<file path="src/rtl/s2mac_pkg.sv">
// Types, constants and SHA-256 helper functions shared by the two-stage MAC unit.
package s2mac_pkg;

  localparam int unsigned CFG_IDX_W  = 2;
  localparam int unsigned CFG_DATA_W = 64;

  localparam logic [CFG_IDX_W-1:0] CFG_KEY_LOW   = 2'd0;
  localparam logic [CFG_IDX_W-1:0] CFG_KEY_MID   = 2'd1;
  localparam logic [CFG_IDX_W-1:0] CFG_KEY_HIGH  = 2'd2;
  localparam logic [CFG_IDX_W-1:0] CFG_DEVICE_ID = 2'd3;

  localparam logic [63:0] KEY_LOW_RST   = 64'h9B55_06D1_3F43_DA94;
  localparam logic [63:0] KEY_MID_RST   = 64'hD1F2_333E_2259_FE26;
  localparam logic [31:0] KEY_HIGH_RST  = 32'h1466_3F75;
  localparam logic [63:0] DEVICE_ID_RST = 64'h0;

  localparam logic [31:0] PAD_WORD = 32'h8000_0000;
  localparam logic [31:0] LEN_WORD = 32'h0000_0180;

  localparam logic [5:0] LAST_ROUND = 6'd63;
  localparam logic [2:0] LAST_WORD  = 3'd7;

  typedef struct packed {
    logic [63:0] challenge_low;
    logic [63:0] challenge_mid;
    logic [31:0] challenge_high;
  } in_t;

  typedef struct packed {
    logic [31:0] digest_word;
    logic [2:0]  word_index;
    logic        last_word;
  } out_t;

  typedef struct packed {
    logic       cap;
    logic       load;
    logic       pass;
    logic       round;
    logic [5:0] rnd;
    logic       fin;
    logic [2:0] oidx;
  } cmd_t;

  function automatic logic [31:0] rotr(input logic [31:0] x, input int unsigned n);
    return (x >> n) | (x << (32 - n));
  endfunction

  function automatic logic [31:0] big_s0(input logic [31:0] x);
    return rotr(x, 2) ^ rotr(x, 13) ^ rotr(x, 22);
  endfunction

  function automatic logic [31:0] big_s1(input logic [31:0] x);
    return rotr(x, 6) ^ rotr(x, 11) ^ rotr(x, 25);
  endfunction

  function automatic logic [31:0] sml_s0(input logic [31:0] x);
    return rotr(x, 7) ^ rotr(x, 18) ^ (x >> 3);
  endfunction

  function automatic logic [31:0] sml_s1(input logic [31:0] x);
    return rotr(x, 17) ^ rotr(x, 19) ^ (x >> 10);
  endfunction

  function automatic logic [31:0] sha_init(input logic [2:0] i);
    logic [31:0] r;
    case (i)
      3'd0: r = 32'h6a09e667;
      3'd1: r = 32'hbb67ae85;
      3'd2: r = 32'h3c6ef372;
      3'd3: r = 32'ha54ff53a;
      3'd4: r = 32'h510e527f;
      3'd5: r = 32'h9b05688c;
      3'd6: r = 32'h1f83d9ab;
      3'd7: r = 32'h5be0cd19;
      default: r = 32'h0;
    endcase
    return r;
  endfunction

  function automatic logic [31:0] fixed_chal(input logic [2:0] i);
    logic [31:0] r;
    case (i)
      3'd0: r = 32'h29E521DF;
      3'd1: r = 32'hF9DD550E;
      3'd2: r = 32'h952BC88B;
      3'd3: r = 32'h32FF3548;
      3'd4: r = 32'hA7F8CFB7;
      default: r = 32'h0;
    endcase
    return r;
  endfunction

  function automatic logic [31:0] sha_k(input logic [5:0] i);
    logic [31:0] r;
    case (i)
      6'd0:  r = 32'h428a2f98;
      6'd1:  r = 32'h71374491;
      6'd2:  r = 32'hb5c0fbcf;
      6'd3:  r = 32'he9b5dba5;
      6'd4:  r = 32'h3956c25b;
      6'd5:  r = 32'h59f111f1;
      6'd6:  r = 32'h923f82a4;
      6'd7:  r = 32'hab1c5ed5;
      6'd8:  r = 32'hd807aa98;
      6'd9:  r = 32'h12835b01;
      6'd10: r = 32'h243185be;
      6'd11: r = 32'h550c7dc3;
      6'd12: r = 32'h72be5d74;
      6'd13: r = 32'h80deb1fe;
      6'd14: r = 32'h9bdc06a7;
      6'd15: r = 32'hc19bf174;
      6'd16: r = 32'he49b69c1;
      6'd17: r = 32'hefbe4786;
      6'd18: r = 32'h0fc19dc6;
      6'd19: r = 32'h240ca1cc;
      6'd20: r = 32'h2de92c6f;
      6'd21: r = 32'h4a7484aa;
      6'd22: r = 32'h5cb0a9dc;
      6'd23: r = 32'h76f988da;
      6'd24: r = 32'h983e5152;
      6'd25: r = 32'ha831c66d;
      6'd26: r = 32'hb00327c8;
      6'd27: r = 32'hbf597fc7;
      6'd28: r = 32'hc6e00bf3;
      6'd29: r = 32'hd5a79147;
      6'd30: r = 32'h06ca6351;
      6'd31: r = 32'h14292967;
      6'd32: r = 32'h27b70a85;
      6'd33: r = 32'h2e1b2138;
      6'd34: r = 32'h4d2c6dfc;
      6'd35: r = 32'h53380d13;
      6'd36: r = 32'h650a7354;
      6'd37: r = 32'h766a0abb;
      6'd38: r = 32'h81c2c92e;
      6'd39: r = 32'h92722c85;
      6'd40: r = 32'ha2bfe8a1;
      6'd41: r = 32'ha81a664b;
      6'd42: r = 32'hc24b8b70;
      6'd43: r = 32'hc76c51a3;
      6'd44: r = 32'hd192e819;
      6'd45: r = 32'hd6990624;
      6'd46: r = 32'hf40e3585;
      6'd47: r = 32'h106aa070;
      6'd48: r = 32'h19a4c116;
      6'd49: r = 32'h1e376c08;
      6'd50: r = 32'h2748774c;
      6'd51: r = 32'h34b0bcb5;
      6'd52: r = 32'h391c0cb3;
      6'd53: r = 32'h4ed8aa4a;
      6'd54: r = 32'h5b9cca4f;
      6'd55: r = 32'h682e6ff3;
      6'd56: r = 32'h748f82ee;
      6'd57: r = 32'h78a5636f;
      6'd58: r = 32'h84c87814;
      6'd59: r = 32'h8cc70208;
      6'd60: r = 32'h90befffa;
      6'd61: r = 32'ha4506ceb;
      6'd62: r = 32'hbef9a3f7;
      6'd63: r = 32'hc67178f2;
      default: r = 32'h0;
    endcase
    return r;
  endfunction

endpackage

</file>
<file path="src/rtl/s2mac_dp.sv">
// Datapath: key registers, message schedule window, round registers and digest store.
module s2mac_dp (
  input  logic                                clk_i,
  input  logic                                rst_ni,
  input  logic                                cfg_we_i,
  input  logic [s2mac_pkg::CFG_IDX_W-1:0]     cfg_idx_i,
  input  logic [s2mac_pkg::CFG_DATA_W-1:0]    cfg_data_i,
  input  s2mac_pkg::in_t                      in_data_i,
  input  s2mac_pkg::cmd_t                     cmd_i,
  output logic [31:0]                         digest_o
);

  logic [63:0] key_low_q;
  logic [63:0] key_mid_q;
  logic [31:0] key_high_q;
  logic [63:0] device_id_q;

  logic [31:0] chal_q [5];
  logic [31:0] w_q    [16];
  logic [31:0] v_q    [8];
  logic [31:0] h_q    [8];

  logic [31:0] blk    [16];
  logic [31:0] w_new;
  logic [31:0] t1;
  logic [31:0] t2;
  logic [31:0] ch;
  logic [31:0] mj;

  always_ff @(posedge clk_i or negedge rst_ni) begin
    if (!rst_ni) begin
      key_low_q   <= s2mac_pkg::KEY_LOW_RST;
      key_mid_q   <= s2mac_pkg::KEY_MID_RST;
      key_high_q  <= s2mac_pkg::KEY_HIGH_RST;
      device_id_q <= s2mac_pkg::DEVICE_ID_RST;
    end else if (cfg_we_i) begin
      case (cfg_idx_i)
        s2mac_pkg::CFG_KEY_LOW:   key_low_q   <= cfg_data_i;
        s2mac_pkg::CFG_KEY_MID:   key_mid_q   <= cfg_data_i;
        s2mac_pkg::CFG_KEY_HIGH:  key_high_q  <= cfg_data_i[31:0];
        s2mac_pkg::CFG_DEVICE_ID: device_id_q <= cfg_data_i;
        default: ;
      endcase
    end
  end

  always_comb begin
    if (cmd_i.pass) begin
      for (int i = 0; i < 5; i++) begin
        blk[i]     = chal_q[i];
        blk[5 + i] = h_q[3 + i];
      end
    end else begin
      for (int i = 0; i < 5; i++) begin
        blk[i] = s2mac_pkg::fixed_chal(3'(i));
      end
      blk[5] = key_low_q[31:0];
      blk[6] = key_low_q[63:32];
      blk[7] = key_mid_q[31:0];
      blk[8] = key_mid_q[63:32];
      blk[9] = key_high_q;
    end
    blk[10] = device_id_q[31:0];
    blk[11] = device_id_q[63:32];
    blk[12] = s2mac_pkg::PAD_WORD;
    blk[13] = 32'h0;
    blk[14] = 32'h0;
    blk[15] = s2mac_pkg::LEN_WORD;
  end

  always_comb begin
    w_new = w_q[0] + s2mac_pkg::sml_s0(w_q[1]) + w_q[9] + s2mac_pkg::sml_s1(w_q[14]);
    ch    = (v_q[4] & v_q[5]) ^ (~v_q[4] & v_q[6]);
    mj    = (v_q[0] & v_q[1]) ^ (v_q[0] & v_q[2]) ^ (v_q[1] & v_q[2]);
    t1    = v_q[7] + s2mac_pkg::big_s1(v_q[4]) + ch + s2mac_pkg::sha_k(cmd_i.rnd) + w_q[0];
    t2    = s2mac_pkg::big_s0(v_q[0]) + mj;
  end

  always_ff @(posedge clk_i) begin
    if (cmd_i.cap) begin
      chal_q[0] <= in_data_i.challenge_low[31:0];
      chal_q[1] <= in_data_i.challenge_low[63:32];
      chal_q[2] <= in_data_i.challenge_mid[31:0];
      chal_q[3] <= in_data_i.challenge_mid[63:32];
      chal_q[4] <= in_data_i.challenge_high;
    end
    if (cmd_i.load) begin
      for (int i = 0; i < 16; i++) begin
        w_q[i] <= blk[i];
      end
      for (int i = 0; i < 8; i++) begin
        v_q[i] <= s2mac_pkg::sha_init(3'(i));
      end
    end else if (cmd_i.round) begin
      for (int i = 0; i < 15; i++) begin
        w_q[i] <= w_q[i + 1];
      end
      w_q[15] <= w_new;
      v_q[7]  <= v_q[6];
      v_q[6]  <= v_q[5];
      v_q[5]  <= v_q[4];
      v_q[4]  <= v_q[3] + t1;
      v_q[3]  <= v_q[2];
      v_q[2]  <= v_q[1];
      v_q[1]  <= v_q[0];
      v_q[0]  <= t1 + t2;
    end
    if (cmd_i.fin) begin
      for (int i = 0; i < 8; i++) begin
        h_q[i] <= s2mac_pkg::sha_init(3'(i)) + v_q[i];
      end
    end
  end

  assign digest_o = h_q[cmd_i.oidx];

endmodule

</file>
<file path="src/rtl/s2mac_ctrl.sv">
// Controller: sequences the two compressions and the eight output items.
module s2mac_ctrl (
  input  logic            clk_i,
  input  logic            rst_ni,
  input  logic            in_valid_i,
  output logic            in_ready_o,
  output logic            out_valid_o,
  input  logic            out_ready_i,
  output s2mac_pkg::cmd_t cmd_o
);

  localparam logic [2:0] S_IDLE = 3'd0;
  localparam logic [2:0] S_RUN  = 3'd1;
  localparam logic [2:0] S_FIN  = 3'd2;
  localparam logic [2:0] S_LOAD = 3'd3;
  localparam logic [2:0] S_OUT  = 3'd4;

  logic [2:0] state_q, state_d;
  logic       pass_q, pass_d;
  logic [5:0] rnd_q, rnd_d;
  logic [2:0] oidx_q, oidx_d;

  always_comb begin
    state_d     = state_q;
    pass_d      = pass_q;
    rnd_d       = rnd_q;
    oidx_d      = oidx_q;
    in_ready_o  = 1'b0;
    out_valid_o = 1'b0;
    cmd_o       = '0;
    cmd_o.pass  = pass_q;
    cmd_o.rnd   = rnd_q;
    cmd_o.oidx  = oidx_q;
    case (state_q)
      S_IDLE: begin
        in_ready_o = 1'b1;
        if (in_valid_i) begin
          cmd_o.cap  = 1'b1;
          cmd_o.load = 1'b1;
          cmd_o.pass = 1'b0;
          pass_d     = 1'b0;
          rnd_d      = '0;
          state_d    = S_RUN;
        end
      end
      S_RUN: begin
        cmd_o.round = 1'b1;
        rnd_d       = rnd_q + 6'd1;
        if (rnd_q == s2mac_pkg::LAST_ROUND) begin
          state_d = S_FIN;
        end
      end
      S_FIN: begin
        cmd_o.fin = 1'b1;
        if (pass_q) begin
          oidx_d  = '0;
          state_d = S_OUT;
        end else begin
          pass_d  = 1'b1;
          state_d = S_LOAD;
        end
      end
      S_LOAD: begin
        cmd_o.load = 1'b1;
        rnd_d      = '0;
        state_d    = S_RUN;
      end
      S_OUT: begin
        out_valid_o = 1'b1;
        if (out_ready_i) begin
          oidx_d = oidx_q + 3'd1;
          if (oidx_q == s2mac_pkg::LAST_WORD) begin
            state_d = S_IDLE;
          end
        end
      end
      default: begin
        state_d = S_IDLE;
      end
    endcase
  end

  always_ff @(posedge clk_i or negedge rst_ni) begin
    if (!rst_ni) begin
      state_q <= S_IDLE;
      pass_q  <= 1'b0;
      rnd_q   <= '0;
      oidx_q  <= '0;
    end else begin
      state_q <= state_d;
      pass_q  <= pass_d;
      rnd_q   <= rnd_d;
      oidx_q  <= oidx_d;
    end
  end

endmodule

</file>
<file path="src/rtl/sha256_two_stage_auth_mac_unit.sv">
// Top level of the two-stage SHA-256 challenge-response MAC unit.
//
//  channel | direction | handshake                | payload
//  in      | input     | in_valid_i / in_ready_o  | in_data_i  (s2mac_pkg::in_t)
//  out     | output    | out_valid_o / out_ready_i| out_data_o (s2mac_pkg::out_t)
//  cfg     | input     | cfg_we_i                 | cfg_idx_i, cfg_data_i
//
// One item runs two passes of 64 rounds in the shared round unit, each
// followed by a finalize step, with a reload step between the passes; it
// then presents eight output items, one per cycle while out_ready_i is high.
// in_ready_o is high only while idle. Reset is asynchronous, active low, and
// restores the default key and a zero device ID. Output stalls hold the item.
module sha256_two_stage_auth_mac_unit (
  input  logic                             clk_i,
  input  logic                             rst_ni,
  input  logic                             cfg_we_i,
  input  logic [s2mac_pkg::CFG_IDX_W-1:0]  cfg_idx_i,
  input  logic [s2mac_pkg::CFG_DATA_W-1:0] cfg_data_i,
  input  logic                             in_valid_i,
  output logic                             in_ready_o,
  input  s2mac_pkg::in_t                   in_data_i,
  output logic                             out_valid_o,
  input  logic                             out_ready_i,
  output s2mac_pkg::out_t                  out_data_o
);

  s2mac_pkg::cmd_t cmd;
  logic [31:0]     digest;

  s2mac_ctrl u_ctrl (
    .clk_i       (clk_i),
    .rst_ni      (rst_ni),
    .in_valid_i  (in_valid_i),
    .in_ready_o  (in_ready_o),
    .out_valid_o (out_valid_o),
    .out_ready_i (out_ready_i),
    .cmd_o       (cmd)
  );

  s2mac_dp u_dp (
    .clk_i      (clk_i),
    .rst_ni     (rst_ni),
    .cfg_we_i   (cfg_we_i),
    .cfg_idx_i  (cfg_idx_i),
    .cfg_data_i (cfg_data_i),
    .in_data_i  (in_data_i),
    .cmd_i      (cmd),
    .digest_o   (digest)
  );

  assign out_data_o.digest_word = digest;
  assign out_data_o.word_index  = cmd.oidx;
  assign out_data_o.last_word   = (cmd.oidx == s2mac_pkg::LAST_WORD);

`ifndef SYNTH
  a_one_at_a_time: assert property (@(posedge clk_i) disable iff (!rst_ni)
    out_valid_o |-> !in_ready_o)
    else $error("input ready while output items pending");

  a_busy_after_accept: assert property (@(posedge clk_i) disable iff (!rst_ni)
    (in_valid_i && in_ready_o) |=> (!in_ready_o && !out_valid_o))
    else $error("unit not busy after accepting an item");

  a_index_advance: assert property (@(posedge clk_i) disable iff (!rst_ni)
    (out_valid_o && out_ready_i && !out_data_o.last_word) |=>
      (out_valid_o && out_data_o.word_index == 3'($past(out_data_o.word_index) + 3'd1)))
    else $error("digest word index did not advance");

  a_idle_after_last: assert property (@(posedge clk_i) disable iff (!rst_ni)
    (out_valid_o && out_ready_i && out_data_o.last_word) |=> (!out_valid_o && in_ready_o))
    else $error("unit not idle after last digest word");
`endif

endmodule
</file>
<file path="config.mk">
export PLATFORM = sky130hd
export DESIGN_NAME = sha256_two_stage_auth_mac_unit
export DESIGN_NICKNAME = d
export VERILOG_FILES = /design/src/rtl/s2mac_pkg.sv /design/src/rtl/s2mac_dp.sv /design/src/rtl/s2mac_ctrl.sv /design/src/rtl/sha256_two_stage_auth_mac_unit.sv
export SDC_FILE = /design/constraint.sdc
export NUM_CORES = 2
export LEC_CHECK = 0
export BUFFER_PORTS_ARGS = -buffer_cell sky130_fd_sc_hd__buf_2
export CORE_ASPECT_RATIO = 0.7
export CORE_UTILIZATION = 60
export DETAILED_ROUTE_END_ITERATION = 10
export PLACE_DENSITY = 0.75
export SLEW_MARGIN = 0
export SYNTH_ARGS = -nofsm -noshare
export SYNTH_HDL_FRONTEND = slang
export SYNTH_SLANG_ARGS = --single-unit
</file>
<file path="constraint.sdc">
create_clock -name clk_i -period 28.8 [get_ports clk_i]
set_input_delay 1.44 -clock clk_i [delete_from_list [all_inputs] [get_ports clk_i]]
set_output_delay 1.44 -clock clk_i [all_outputs]
set_load 0.005 [all_outputs]
</file>
==> impl_metrics.tcl <==
set metrics [dict create \
    critical_path_class "flop to flop" \
    clockRootBuffer "clkbuf_16" \
    port_buffers 268 \
    fmax_ghz 0.09163 \
    start_util 0.6049 \
    wirelength_um 242700 \
    track_usage 0.3838 \
    ys_types 98 \
    cp_top_family "adder cells" \
    cp-start-kind "flop" \
    vias_per_cell 6.343 \
    cp_max_fo 19 \
    overflow 0 \
    slew_violations 0 \
    yosys.area.top_type "edfxtp_1" \
    cp.required_ns 29.32 \
    place_area_um2 77650 \
    die_width_um 424.4 \
    tightestPinTransition_ns 1.173 \
    coreArea_um2 123900 \
    dieArea_um2 126400 \
    timing.slew.headroom 0.2099 \
    placed_cells 7981 \
    cts_buffers 139 \
    via_count 52240 \
    met3_usage 0.1082 \
    final_nets 7042 \
    num_rows 108 \
    synthCells 6352 \
    slowest_delay_ns 0.90 \
    cts.sinks 1421 \
    busiest_layer "met1" \
    drv_cap 0 \
    cts_hold_buf 0 \
    path_buf_inv 4 \
    syn_avg_cell_area_um2 11.80 \
    dpl.hpwl_um 179900 \
    cts_tree "yes" \
    drive_gt1_frac 0.1541 \
    cp_common_cell "fa_1" \
    finalSetupTns_ns 0 \
    syn-num-nets 6922 \
    most-common-layout-cells "1,184 x edfxtp_1, 877 x nand2_1, 589 x nor2_1, 409 x xnor2_1, 275 x a21oi_1" \
    use_met2 0.5153 \
    drc 0 \
    setup_violations 0 \
    ant_nets 0 \
    ys_ff_latch 1421 \
    netlist_top_cells_area "edfxtp_1 47%, dfrtp_1 5.1%, fa_1 5.0%" \
    rsz0062_at_grt "false" \
    die_h_um 297.7 \
    grt_max_degree 172 \
    path_clk_slew_ns 0.06 \
    final_common_cell "edfxtp_1" \
    drt_first_iter_violations 7675 \
    ioPinCount 269 \
    synth-edff-count 1184 \
    area.growth.synth_to_final_pct 9.616 \
    dr.pass1.iters 6 \
    fin_crit_ns 10.91 \
    routabilityCongestion 1.005 \
    worstHoldPathType "flop to flop" \
    seq_area_frac_synth 0.5549 \
    synthFlopType "edfxtp_1" \
    final.setup.worst_slack_ns 17.89 \
    stdcell_area_um2 82160 \
    finalClockSkew_ns 0.03582 \
    cts_resized 0 \
    grt_pass1_vias 48860 \
    grt_pass1_wl_um 344500 \
    fin_crit_sh 0.3789 \
    cts_max_level 4 \
    arrival_ns 11.43 \
    nFillCells 9160 \
    antenna_found_initial 16 \
    wl_per_cell_um 29.47 \
    syn_area_um2 74950 \
    place_ws_ns 18.26 \
    final_cells 8235 \
    crit_path_end_kind "flop" \
    cp_slowest_cell "ha_1" \
    hold_viol 0 \
    synthArstFlopShare 0.1668 \
    cts_max_path_buffers 3 \
    postCtsSetupRepairBufs 0 \
    synth_warnings 0 \
    grt_use_met1 0.5951 \
    synth.top_cell.area_share 0.4744 \
    clock_latency_ns 0.80 \
    status "complete, no violations" \
]
[cells by family (layout without fill, tap and decap cells)]
| kind of cell | Yosys count | in the layout | synth area share |
|---|---|---|---|
| buffers and inverters | 582 | 811 | 0.02972 |
| DFF | 1421 | 1421 | 0.5549 |
| AOI/OAI and AO/OA | 1001 | 1001 | 0.08364 |
| and+or+nand+nor | 2047 | 2047 | 0.1211 |
| muxes | 365 | 365 | 0.06517 |
| xor gates and xnor gates | 575 | 575 | 0.06719 |
| other | 0 | 4 | 0 |
| adders and majority gates | 361 | 361 | 0.07826 |
[worst paths after layout]
path,from,end,slack (ns),cells after the start
max,u_ctrl.rnd_q[1],u_dp.v_q[0][31],17.89,34
min in group asynchronous,rst_ni,u_dp.key_low_q[35],0.68,1
max in group asynchronous,rst_ni,u_ctrl.oidx_q[0],26.54,2
min reg2reg,u_dp.device_id_q[15],u_dp.device_id_q[15],0.51,1
min,u_dp.device_id_q[15],u_dp.device_id_q[15],0.51,1
max reg2reg,u_ctrl.rnd_q[1],u_dp.v_q[0][31],17.89,34
[flip-flops by register name, summed over array words and instances (netlist names)]
register / count
u_dp.h_q: 256
u_dp.chal_q: 160
u_ctrl.pass_q: 1
u_ctrl.rnd_q: 6
u_ctrl.oidx_q: 3
u_dp.key_low_q: 64
u_dp.key_high_q: 32
u_ctrl.state_q: 3
u_dp.w_q: 512
u_dp.v_q: 256
u_dp.key_mid_q: 64
u_dp.device_id_q: 64
[cell usage after synthesis, drive strengths merged (22+ instances only)]
cell and count:
edfxtp 1184, ha 152, a31oi 197, o21ai 224, a21o 72, o31ai 22, and3 26, nor3 67
buf 43, xor2 166, xnor2 409, maj3 22, dfrtp 154, mux2 274, nand2b 144, clkbuf 318
nor2b 22, and2 189, nor2 589, inv 221, nand3 51, nand2 879, a21oi 278, dfstp 83
mux4 71, o21a 41, a211oi 22, fa 187
[per-layer routing]
metal	vias to the layer above	part of all wire
li1	22610	-
met1	26350	0.42
met4	4	0.035
met5	-	0.000091
met3	328	0.13
met2	2948	0.41
[metrics by stage]
| step | hold WS [ns] | util |
|---|---|---|
| finish | 0.5052 | 0.6630 |
| CTS | 0.5057 | 0.6629 |
| global placement | 0.4738 | 0.6266 |
| global route | 0.5147 | 0.6630 |
| detailed placement | 0.4831 | 0.6266 |
| floorplan | 0.4334 | - |
[worst reg2reg max path: cells and delay by family (launching register included)]
kind                     cells  cell delay, ns
adder cells (fa/ha/maj)      8            3.68
AO/OA/AOI/OAI               13            3.56
AND/OR/NAND/NOR              7            1.40
flip-flops                   1            0.81
buffers and inverters        4            0.60
XOR/XNOR                     2            0.58
[layout make-up]
type | count | area (um^2) | area share
Antenna cell | 4 | 10.01 | 0.0001218
Clock buffer | 177 | 3764 | 0.04581
Clock inverter | 73 | 733.2 | 0.008924
Inverter | 221 | 834.6 | 0.01016
Multi-Input combinational cell | 4349 | 31200 | 0.3797
Sequential cell | 1421 | 41600 | 0.5063
Tap cell | 1650 | 2064 | 0.02513
Timing Repair Buffer | 340 | 1954 | 0.02379
Power is not shown: default switching activity piles up to over one toggle a cycle in this logic, so the estimate is an artifact.
